### config.mk
export PLATFORM = sky130hd
export DESIGN_NAME = csu_front
export DESIGN_NICKNAME = d
export VERILOG_FILES = /design/src/csu_pkg.sv /design/src/csu_front.sv
export SDC_FILE = /design/constraint.sdc
export NUM_CORES = 1
export LEC_CHECK = 0
export BUFFER_PORTS_ARGS = -buffer_cell sky130_fd_sc_hd__clkbuf_2
export CAP_MARGIN = 20
export CORE_MARGIN = 2
export CORE_UTILIZATION = 52
export DETAILED_ROUTE_END_ITERATION = 7
export GPL_ROUTABILITY_DRIVEN = 0
export PLACE_DENSITY = 0.83
export SETUP_SLACK_MARGIN = 0.2
export SLEW_MARGIN = 20
export SYNTH_ARGS = -nofsm -noshare
export SYNTH_HDL_FRONTEND = slang
export SYNTH_SLANG_ARGS = --single-unit
export TNS_END_PERCENT = 100
### constraint.sdc
create_clock -name vclk -period 4.5
set_input_delay 0 -clock vclk [all_inputs]
set_output_delay 0 -clock vclk [all_outputs]
set_load 0.01 [all_outputs]
### src/csu_pkg.sv
// Shared types, widths and constants for the context statistics update block.
package csu_pkg;

   localparam int CTX_COUNT_DEF = 365;

   localparam int CTX_W      = 9;
   localparam int ERR_W      = 16;
   localparam int MAG_W      = 32;
   localparam int BIAS_W     = 32;
   localparam int CORR_W     = 8;
   localparam int CNT_W      = 16;
   localparam int SAMPLE_W   = 16;
   localparam int NEAR_W     = 8;
   localparam int THR_W      = 16;
   localparam int STEP_W     = NEAR_W + 1;
   localparam int PROD_W     = ERR_W + STEP_W + 1;
   localparam int SUM_W      = BIAS_W + 1;
   localparam int DIVIDEND_W = SAMPLE_W + 1;

   localparam int QUEUE_DEPTH = 2;

   localparam int CSR_IDX_W = 2;
   localparam logic [CSR_IDX_W-1:0] CSR_MAX_SAMPLE = 2'd0;
   localparam logic [CSR_IDX_W-1:0] CSR_NEAR       = 2'd1;
   localparam logic [CSR_IDX_W-1:0] CSR_THRESHOLD  = 2'd2;

   localparam logic [SAMPLE_W-1:0] MAX_SAMPLE_RESET = 16'd255;
   localparam logic [NEAR_W-1:0]   NEAR_RESET       = 8'd0;
   localparam logic [THR_W-1:0]    THRESHOLD_RESET  = 16'd64;
   localparam logic [MAG_W-1:0]    A0_RESET         = 32'd4;

   // initial magnitude: max(A0_MIN, (range + 32) >> 6), range = quotient + 1
   localparam int A0_ROUND = 33;
   localparam int A0_SHIFT = 6;
   localparam int A0_MIN   = 2;

   localparam logic signed [CORR_W-1:0] CORR_MAX = 8'sh7f;
   localparam logic signed [CORR_W-1:0] CORR_MIN = 8'sh80;

   typedef struct packed {
      logic [SAMPLE_W-1:0] max_sample;
      logic [NEAR_W-1:0]   near;
      logic [THR_W-1:0]    threshold;
   } cfg_type;

   typedef struct packed {
      logic                    opcode;
      logic [CTX_W-1:0]        context_index;
      logic signed [ERR_W-1:0] error_value;
   } req_type;

   typedef struct packed {
      logic [CTX_W-1:0]         context_echo;
      logic [MAG_W-1:0]         magnitude_sum;
      logic signed [BIAS_W-1:0] bias_sum;
      logic signed [CORR_W-1:0] correction;
      logic [CNT_W-1:0]         occurrence_count;
   } rsp_type;

   typedef enum logic [1:0] {
      KIND_CLEAR,
      KIND_UPDATE,
      KIND_BAD
   } kind_type;

   typedef struct packed {
      kind_type                 kind;
      logic [CTX_W-1:0]         ctx;
      logic [ERR_W-1:0]         err_abs;
      logic signed [PROD_W-1:0] err_prod;
   } qitem_type;

   typedef struct packed {
      logic [MAG_W-1:0]         mag;
      logic signed [BIAS_W-1:0] bias;
      logic signed [CORR_W-1:0] corr;
      logic [CNT_W-1:0]         count;
   } entry_type;

   typedef enum logic [2:0] {
      ST_IDLE,
      ST_ACCUM,
      ST_CANCEL,
      ST_BAD,
      ST_DIV,
      ST_CLR_OUT,
      ST_SWEEP
   } back_state_type;

endpackage

### src/csu_front.sv
// Front end: accepts requests, classifies them and precomputes error terms.
module csu_front #(
   parameter int REGULAR_CONTEXTS = csu_pkg::CTX_COUNT_DEF
) (
   input  logic               req_valid,
   output logic               req_stall,
   input  csu_pkg::req_type   req_data,
   input  csu_pkg::cfg_type   cfg,
   input  logic               q_full,
   input  logic               sweep_busy,
   output logic               q_push,
   output csu_pkg::qitem_type q_push_data
);
   import csu_pkg::*;

   localparam logic [CTX_W:0] CTX_LIMIT = (CTX_W+1)'(REGULAR_CONTEXTS);

   logic [STEP_W-1:0] step;
   logic              in_range;

   assign step      = {cfg.near, 1'b1};
   assign in_range  = {1'b0, req_data.context_index} < CTX_LIMIT;
   assign req_stall = q_full || sweep_busy;
   assign q_push    = req_valid && !req_stall;

   always_comb begin
      q_push_data.ctx      = req_data.context_index;
      q_push_data.err_prod = req_data.error_value * $signed({1'b0, step});
      q_push_data.err_abs  = req_data.error_value[ERR_W-1] ?
                             (~req_data.error_value + ERR_W'(1)) : req_data.error_value;
      priority if (!req_data.opcode) begin
         q_push_data.kind = KIND_CLEAR;
      end else if (in_range) begin
         q_push_data.kind = KIND_UPDATE;
      end else begin
         q_push_data.kind = KIND_BAD;
      end
   end

endmodule

==> impl_summary.txt <==
----------------------------------------------------
[Outcome]
  Status ... finished, violations left
  Violations in the final reports ... setup timing

[Drt]
  Number of violations reported at the end of detailed-routing iteration 0 ... ~320
  Residual DRC ... 0
  Vias ... roughly 5.3k
  Met3 Wirelength ... 887 µm
  Wire length the detailed router placed on met1 ... 6.03 mm
  Average via count per standard cell ... 5.43
  Detail Route met2 WL ... ~9.2 mm
  Routed WL ... 17.0 mm
  Length of the first detailed-routing pass in iterations ... 5
  Antenna Nets Post-Route ... 0
  Detailed-route wire length per cell ... 17.6 µm
  Topmost layer with routed signal wires ... met4

[Placement]
  Port-buffer cells ... 92
  Placed instance area ... 6990 µm²
  Post-Place Setup Slack ... -392 ps
  Detailed placement HPWL ... 12.8 mm

[STA]
  Relative slew margins ... between 50% and 60%
  Post-layout min period ... 4700 ps
  Final setup viols ... 11
  Final hold violations ... 0
  Measured slew at the worst slew-check pin ... 679 ps
  Worst setup slack after layout ... -200 ps
  Post-route fraction of the period consumed by the critical path ... 104%
  Timing-limited maximum frequency ... roughly 210 MHz
  Final number of max-transition violations ... 0
  Setup tns final ... -1440 ps
  Unrepaired setup endpoints after global routing ... yes

[Min path]
  HP Class ... in -> out

[GRT]
  GRT Resource Usage Total ... 30.8%
  Overflow left after global routing ... 0
  Number of global-route vias before repair ... 6067
  Pin count of the biggest net entering global routing ... 17
  Global-route wire length before repair ... 28.3 mm
  Antenna violations before repair ... 0

[Clock tree]
  Hold bufs inserted after CTS ... 0

[Synth]
  Yosys warning count ... 0
  Cell taking the most area after synthesis ... sky130_fd_sc_hd__fa_1
  Netlist area before placement ... 5630 µm²
  Number of nets produced by synthesis ... 920
  Register area share after synthesis ... 0%
  Gate Count Post-Synth ... 671
  Portion of synthesized cell area occupied by the leading cell type ... a little over two fifths
  Distinct cell type count of the synthesized netlist ... 41
  Leading post-synthesis cells by cell area ... sky130_fd_sc_hd__fa_1, sky130_fd_sc_hd__ha_1, sky130_fd_sc_hd__inv_1
  Mean area per synthesized cell ... 8.39 µm²

[Run]
  Max-cap violation count ... 0

[Floorplanning]
  Die area ... 11700 µm²
  Number of top-level pins ... approximately 120
  Starting Density ... 54.1%
  Height of the chip ... approximately 110 µm
  Area of the core region ... 10400 µm²
  Count of standard-cell rows ... 37
  Die width ... between 100 and 150 µm

[Final layout]
  Clock tree buffer count of the final layout ... 0
  FF+latch area ... 0 µm²
  Sequential cell count ... 0
  Number of diodes added for antenna fixing ... 0
  Post-route cell area ... 7680 µm²
  Nets ... 1082
  Area growth from synthesis to final layout ... 36.4%
  Fraction of layout cells with a size suffix above 1 ... about a third

[Setup path]
  Classification of the worst setup path ... in -> out
  Crit path capture type ... output pin
  CP Max Fanout ... 7
  Worst EP required ... 4500 ps
  Setup crit start kind ... primary input
  Worst Path Arrival ... around 4700 ps

----------------------------------------------------
-- stage by stage --
stage	instances	hold WS, ps	utilization [%]
2_1_floorplan	671	54.1	-
3_3_place_gp	949	204	67.1
3_5_place_dp	949	203	67.1
4_1_cts	963	204	72.8
5_1_grt	967	211	73.7
6_report	967	203	73.7
-- Yosys cell counts (4+ instances only) --
cell / n
sky130_fd_sc_hd__inv_1: 158
sky130_fd_sc_hd__fa_1: 122
sky130_fd_sc_hd__nand2_1: 96
sky130_fd_sc_hd__ha_1: 58
sky130_fd_sc_hd__and2_1: 57
sky130_fd_sc_hd__xnor2_1: 32
sky130_fd_sc_hd__clkbuf_1: 25
sky130_fd_sc_hd__a21oi_1: 22
sky130_fd_sc_hd__nor2_1: 13
sky130_fd_sc_hd__buf_4: 11
sky130_fd_sc_hd__o21ai_0: 11
sky130_fd_sc_hd__a21o_1: 10
sky130_fd_sc_hd__xor2_1: 7
sky130_fd_sc_hd__o211ai_1: 4
-- final timing paths --
kind,slack [ps],cells past startpoint,startpoint,to
worst max-delay path,-200,19,cfg[22],q_push_data[23]
worst min-delay path,200,2,req_data[23],q_push_data[49]
-- cell type report --
type                            instances  area [µm²]
Tap cell                              136         170
Inverter                              158         593
Timing Repair Buffer                  196        1540
Fill cell                             685        2740
Multi-Input combinational cell        477        5380
-- cells in the final DEF (no fill, tap or decap), drive strengths merged, types with 2 or more instances in the layout --
| cell type | synthesis | layout |
|---|---|---|
| inv | 158 | 158 |
| fa | 122 | 122 |
| buf | 11 | 115 |
| nand2 | 96 | 96 |
| clkbuf | 25 | 81 |
| ha | 58 | 58 |
| and2 | 57 | 57 |
| xnor2 | 32 | 32 |
| a21oi | 22 | 22 |
| nor2 | 13 | 13 |
| o21ai | 13 | 13 |
| a21o | 10 | 10 |
| xor2 | 7 | 7 |
| o211ai | 4 | 4 |
| o21a | 3 | 3 |
| nand3 | 3 | 3 |
| nand2b | 3 | 3 |
| o31ai | 3 | 3 |
| a31oi | 3 | 3 |
| o21bai | 3 | 3 |
| nor3 | 3 | 3 |
| nor2b | 2 | 2 |
| nand4 | 2 | 2 |
| nand3b | 2 | 2 |
| nor4 | 2 | 2 |
-- timing repair --
item,CTS,global route
buffers inserted,13,4
pin swaps,71,28
gates cloned,1,0
resized for setup,102,31
hold endpoints to repair,0,0
endpoints found under the setup margin,14,16
-- logic make-up after synthesis --
group | share of synthesized area, %
buffers and inverters | 13.7
and+or+nand+nor | 16.0
adders and majority gates | 56.3
AOI/OAI and AO/OA | 7.98
xor gates and xnor gates | 6.07
-- routing by layer --
metal	GRT usage, %	vias to the layer above
li1	-	2317
met1	34.1	2635
met2	58.7	223
met3	3.19	79
met4	14.2	0
met5	0	-
-- worst max-delay path, stage by stage --
cell and delay (ps):
sky130_fd_sc_hd__clkbuf_2 160, sky130_fd_sc_hd__and2_1 220, sky130_fd_sc_hd__ha_1 290, sky130_fd_sc_hd__inv_1 60, sky130_fd_sc_hd__fa_1 540, sky130_fd_sc_hd__inv_1 60
sky130_fd_sc_hd__fa_1 560, sky130_fd_sc_hd__fa_1 460, sky130_fd_sc_hd__fa_1 550, sky130_fd_sc_hd__ha_4 340, sky130_fd_sc_hd__buf_6 110, sky130_fd_sc_hd__buf_6 90
sky130_fd_sc_hd__nand4_1 150, sky130_fd_sc_hd__a21oi_4 280, sky130_fd_sc_hd__o21ai_4 130, sky130_fd_sc_hd__a31oi_4 260, sky130_fd_sc_hd__a31oi_1 130, sky130_fd_sc_hd__xnor2_1 160
sky130_fd_sc_hd__buf_2 150
Power is not shown: default switching activity piles up to over one toggle a cycle in this logic, so the estimate is an artifact.
