## config.mk

```make
export PLATFORM = sky130hd
export DESIGN_NAME = csu_queue
export DESIGN_NICKNAME = d
export VERILOG_FILES = /design/src/csu_pkg.sv /design/src/csu_queue.sv
export SDC_FILE = /design/constraint.sdc
export NUM_CORES = 1
export LEC_CHECK = 0
export ABC_AREA = 0
export BUFFER_PORTS_ARGS = -buffer_cell sky130_fd_sc_hd__buf_2
export CAP_MARGIN = 15
export CORE_MARGIN = 1
export CORE_UTILIZATION = 51
export DETAILED_ROUTE_END_ITERATION = 16
export GPL_ROUTABILITY_DRIVEN = 0
export PLACE_DENSITY = 0.85
export SYNTH_ARGS = -nofsm -noshare
export SYNTH_HDL_FRONTEND = slang
export SYNTH_SLANG_ARGS = --single-unit
export TNS_END_PERCENT = 20
```

## constraint.sdc

```tcl
create_clock -name clock -period 4.78 [get_ports clock]
set_input_delay 0.956 -clock clock [delete_from_list [all_inputs] [get_ports clock]]
set_output_delay 0.956 -clock clock [all_outputs]
set_load 0.02 [all_outputs]
```

## src/csu_pkg.sv

```systemverilog
// Shared types, widths and constants for the context statistics update block.
package csu_pkg;

   localparam int CTX_COUNT_DEF = 365;

   localparam int CTX_W      = 9;
   localparam int ERR_W      = 16;
   localparam int MAG_W      = 32;
   localparam int BIAS_W     = 32;
   localparam int CORR_W     = 8;
   localparam int CNT_W      = 16;
   localparam int SAMPLE_W   = 16;
   localparam int NEAR_W     = 8;
   localparam int THR_W      = 16;
   localparam int STEP_W     = NEAR_W + 1;
   localparam int PROD_W     = ERR_W + STEP_W + 1;
   localparam int SUM_W      = BIAS_W + 1;
   localparam int DIVIDEND_W = SAMPLE_W + 1;

   localparam int QUEUE_DEPTH = 2;

   localparam int CSR_IDX_W = 2;
   localparam logic [CSR_IDX_W-1:0] CSR_MAX_SAMPLE = 2'd0;
   localparam logic [CSR_IDX_W-1:0] CSR_NEAR       = 2'd1;
   localparam logic [CSR_IDX_W-1:0] CSR_THRESHOLD  = 2'd2;

   localparam logic [SAMPLE_W-1:0] MAX_SAMPLE_RESET = 16'd255;
   localparam logic [NEAR_W-1:0]   NEAR_RESET       = 8'd0;
   localparam logic [THR_W-1:0]    THRESHOLD_RESET  = 16'd64;
   localparam logic [MAG_W-1:0]    A0_RESET         = 32'd4;

   // initial magnitude: max(A0_MIN, (range + 32) >> 6), range = quotient + 1
   localparam int A0_ROUND = 33;
   localparam int A0_SHIFT = 6;
   localparam int A0_MIN   = 2;

   localparam logic signed [CORR_W-1:0] CORR_MAX = 8'sh7f;
   localparam logic signed [CORR_W-1:0] CORR_MIN = 8'sh80;

   typedef struct packed {
      logic [SAMPLE_W-1:0] max_sample;
      logic [NEAR_W-1:0]   near;
      logic [THR_W-1:0]    threshold;
   } cfg_type;

   typedef struct packed {
      logic                    opcode;
      logic [CTX_W-1:0]        context_index;
      logic signed [ERR_W-1:0] error_value;
   } req_type;

   typedef struct packed {
      logic [CTX_W-1:0]         context_echo;
      logic [MAG_W-1:0]         magnitude_sum;
      logic signed [BIAS_W-1:0] bias_sum;
      logic signed [CORR_W-1:0] correction;
      logic [CNT_W-1:0]         occurrence_count;
   } rsp_type;

   typedef enum logic [1:0] {
      KIND_CLEAR,
      KIND_UPDATE,
      KIND_BAD
   } kind_type;

   typedef struct packed {
      kind_type                 kind;
      logic [CTX_W-1:0]         ctx;
      logic [ERR_W-1:0]         err_abs;
      logic signed [PROD_W-1:0] err_prod;
   } qitem_type;

   typedef struct packed {
      logic [MAG_W-1:0]         mag;
      logic signed [BIAS_W-1:0] bias;
      logic signed [CORR_W-1:0] corr;
      logic [CNT_W-1:0]         count;
   } entry_type;

   typedef enum logic [2:0] {
      ST_IDLE,
      ST_ACCUM,
      ST_CANCEL,
      ST_BAD,
      ST_DIV,
      ST_CLR_OUT,
      ST_SWEEP
   } back_state_type;

endpackage

```

## src/csu_queue.sv

```systemverilog
// Short FIFO between the front end and the back end.
module csu_queue (
   input  logic               clock,
   input  logic               reset,
   input  logic               push,
   input  csu_pkg::qitem_type push_data,
   input  logic               pop,
   output csu_pkg::qitem_type pop_data,
   output logic               full,
   output logic               empty
);
   import csu_pkg::*;

   localparam int PTR_W  = (QUEUE_DEPTH > 1) ? $clog2(QUEUE_DEPTH) : 1;
   localparam int FILL_W = $clog2(QUEUE_DEPTH + 1);
   localparam logic [PTR_W-1:0]  LAST_SLOT = PTR_W'(QUEUE_DEPTH - 1);
   localparam logic [FILL_W-1:0] FULL_FILL = FILL_W'(QUEUE_DEPTH);

   qitem_type         slots [QUEUE_DEPTH];
   logic [PTR_W-1:0]  wr_ptr_ff, wr_ptr_in;
   logic [PTR_W-1:0]  rd_ptr_ff, rd_ptr_in;
   logic [FILL_W-1:0] fill_ff, fill_in;

   assign full     = fill_ff == FULL_FILL;
   assign empty    = fill_ff == '0;
   assign pop_data = slots[rd_ptr_ff];

   always_comb begin
      wr_ptr_in = wr_ptr_ff;
      rd_ptr_in = rd_ptr_ff;
      fill_in   = fill_ff;
      if (push) begin
         wr_ptr_in = (wr_ptr_ff == LAST_SLOT) ? '0 : wr_ptr_ff + PTR_W'(1);
      end
      if (pop) begin
         rd_ptr_in = (rd_ptr_ff == LAST_SLOT) ? '0 : rd_ptr_ff + PTR_W'(1);
      end
      if (push && !pop) begin
         fill_in = fill_ff + FILL_W'(1);
      end else if (pop && !push) begin
         fill_in = fill_ff - FILL_W'(1);
      end
   end

   always_ff @(posedge clock) begin
      if (reset) begin
         wr_ptr_ff <= '0;
         rd_ptr_ff <= '0;
         fill_ff   <= '0;
      end else begin
         wr_ptr_ff <= wr_ptr_in;
         rd_ptr_ff <= rd_ptr_in;
         fill_ff   <= fill_in;
      end
   end

   always_ff @(posedge clock) begin
      if (push) begin
         slots[wr_ptr_ff] <= push_data;
      end
   end

`ifndef ASSERT_OFF
   a_no_overflow: assert property (@(posedge clock) disable iff (reset)
      full |-> !push)
      else $error("queue push while full");

   a_no_underflow: assert property (@(posedge clock) disable iff (reset)
      empty |-> !pop)
      else $error("queue pop while empty");

   a_fill_bound: assert property (@(posedge clock) disable iff (reset)
      fill_ff <= FULL_FILL)
      else $error("queue fill beyond depth");
`endif

endmodule

```

==> results.py <==
metrics = {
    "synth": {
        "syn_inst": 187,
        "yosysTopAreaCell": "edfxtp_1",
        "syn_avg_cell_area_um2": 21.7,
        "seq_area_frac_synth_pct": 81.1,
        "synthArstFlopShare_pct": 0,
        "yosysUniqueCellTypes": 16,
        "synthTopCellsByCount": "106 x edfxtp_1, 53 x mux2_2, 5 x buf_6, 5 x dfxtp_1, 5 x nor2_1",
        "synth_top_area_share_pct": 78.6,
        "yosysMostFrequentCell": "edfxtp_1",
        "synth_area_um2": 4050,
        "ys.flop_type": "edfxtp_1",
        "synth_seq_cells": 111,
        "yosys-top-cells-area": "edfxtp_1 79%, mux2_2 15%, dfxtp_1 2.5%",
        "synth_edf_count": 106,
        "synth_warnings": 0,
        "syn-num-nets": 245,
    },
    "grt": {
        "track_usage_pct": 15.6,
        "grt_max_degree": 37,
        "grtUsageMet3_pct": 4.19,
        "grt-busiest-layer": "met2",
        "grt_overflow": 0,
        "antenna_found_initial": 0,
        "grt_use_met2_pct": 27.4,
        "grt_pass1_vias": 1976,
        "met1_usage_pct": 17.4,
        "grt_pass1_wl_um": 9490,
    },
    "clock_tree": {
        "clk_latency_ps": 350,
        "post_cts_buffers": 0,
        "cts-root-buf": "clkbuf_8",
        "cts-htree-levels": 3,
        "holdBufCountCts": 0,
        "numCtsBuffers": 9,
        "cts_tree": "done",
        "cts_resized": 0,
        "clockBufferDepth": 2,
        "clkTransAtPathRegs_ps": 100,
        "cts_sinks": 111,
    },
    "floorplan": {
        "initial_utilization_pct": 52.7,
        "core-area_um2": 7690,
        "rows": 32,
        "io_pins": 112,
        "die_x_um": 91.1,
        "die_area_um2": 8300,
        "die_h_um": 91.1,
    },
    "pwr": {
        "power_density_nw_per_um2": 388,
        "leakage_nw": 1.82,
        "p_total_mw": 1.89,
        "peakVddDrop_v": 0.000208,
    },
    "critical_path": {
        "path_max_fanout": 36,
        "r2r_end": "slots[0][25]",
        "critPathBufInv": 2,
        "critPathArrivalTime_ps": 1820,
        "crit_required_ps": 3820,
        "cp-end-kind": "output port",
        "r2r_cells": 2,
        "r2r_slack_ps": 2970,
        "cpMaxStageDelayCell": "dfxtp_2",
        "cp_top_family": "flip-flops",
        "startpoint_type": "register",
        "critPathKind": "reg2out",
        "path_cells": "buf_12 -> mux2_2 -> buf_2",
        "max_stage_delay_ps": 630,
        "crit-reg2reg-launch": "wr_ptr_ff",
    },
    "route": {
        "dr.pass1.iters": 4,
        "vias": 2039,
        "ant_nets": 0,
        "wl_per_cell_um": 15.0,
        "drt-total-wl_um": 6200,
        "drt_iter0_drc": 67,
        "drc_errors": 0,
        "avgViaCountPerCell": 4.94,
    },
    "timing": {
        "finalSetupTns_ps": 0,
        "fmax_mhz": 360,
        "finalSetupViolations": 0,
        "hold_violations": 0,
        "rsz0062_at_grt": "no",
        "maxSlewHeadroom_pct": 49.4,
        "fin_worst_skew_ps": 10.7,
        "timing.final.crit_share_pct": 58.1,
        "worstMarginPinSlew_ps": 758,
        "min_period_ps": 2780,
        "maxSlewViolCount": 0,
    },
    "placed_design": {
        "port_buffers": 111,
        "hpwlAfterDp_um": 4130,
    },
    "run": {
        "maxCapViolCount": 0,
    },
    "final_layout": {
        "drive_above_1_share_pct": 59.5,
        "num_antenna_cells": 0,
        "fin_nets": 364,
        "syn2layout_area_growth_pct": 20.6,
    },
    "hold_path": {
        "hold_class": "reg2reg",
        "whs_path_depth": 2,
        "hold_path_startpoint": "rd_ptr_ff",
    },
    "outcome": {
        "status": "completed",
    },
}
[registers in the layout (all words and copies together) (netlist names), named ones only]
signal     count
rd_ptr_ff      1
slots        106
wr_ptr_ff      1
fill_ff        2
[final cells by class]
class	instances	area, um^2
clock buffers	11	131
fillers	591	2810
clock inverters	5	35.0
repair buffers	114	591
well taps	102	128
multi-input cells	69	709
flip-flops and latches	111	3280
inverters	1	3.75
[worst register-to-register path: stages, from the launching register on]
cell and delay [ps]:
dfxtp_1 360, nor2b_4 620, buf_4 490
[stage by stage]
stage                     hold slack (ps)  utilization, %  cells  setup slack, ps  instance area (um^2)
final                                 527            63.5    413             2000                  4880
after global routing                  565            63.5    413             1900                  4880
after CTS                             527            63.5    413             1950                  4880
after detailed placement              501            61.3    397             2140                  4720
after global placement                479            61.1    396             2010                  4700
after floorplan                       461               -    187             1010                  4050
[where the power goes]
part / total [mW] / switching (mW) / internal (mW)
combinational: 0.265 / 0.153 / 0.112
clock: 0.475 / 0.286 / 0.189
sequential: 1.15 / 0.0212 / 1.13
total: 1.89 / 0.461 / 1.43
[worst max-delay path by stage]
stage	startpoint	end	slack [ps]	depth (start not counted)
global placement	register	pop_data[33]	2010	2
finish	register	pop_data[27]	2000	3
CTS	register	pop_data[33]	1950	3
detailed placement	push	slots[0][8]	2140	3
global route	register	pop_data[37]	1900	3
floorplan	push	slots[0][0]	1010	1
[layout by cell type (no fill, tap or decap), drive strengths merged]
cell type / Yosys / routed
a21oi: 1 / 1
and2: 1 / 1
and2b: 1 / 1
buf: 6 / 114
clkbuf: 0 / 11
clkinv: 0 / 1
clkinvlp: 0 / 4
dfxtp: 5 / 5
edfxtp: 106 / 106
ha: 1 / 1
inv: 1 / 1
mux2: 53 / 53
nor2: 5 / 5
nor2b: 1 / 1
o21ai: 1 / 1
or3: 1 / 1
xnor2: 2 / 2
xor2: 2 / 2
[logic make-up after synthesis]
family | after synthesis | share of synthesized area [%]
AOI/OAI and AO/OA | 2 | 0.247
xor gates and xnor gates | 4 | 0.865
adders and majority gates | 1 | 0.309
buffers and inverters | 7 | 1.61
DFF | 111 | 81.1
muxes | 53 | 14.7
and+or+nand+nor | 9 | 1.14
[layer usage]
metal	up-vias	share of wire (%)
met4	0	1.7
li1	964	-
met2	73	53
met1	992	40
met3	10	5.4
met5	-	0
Note: power is estimated with default switching activity, not from simulation.
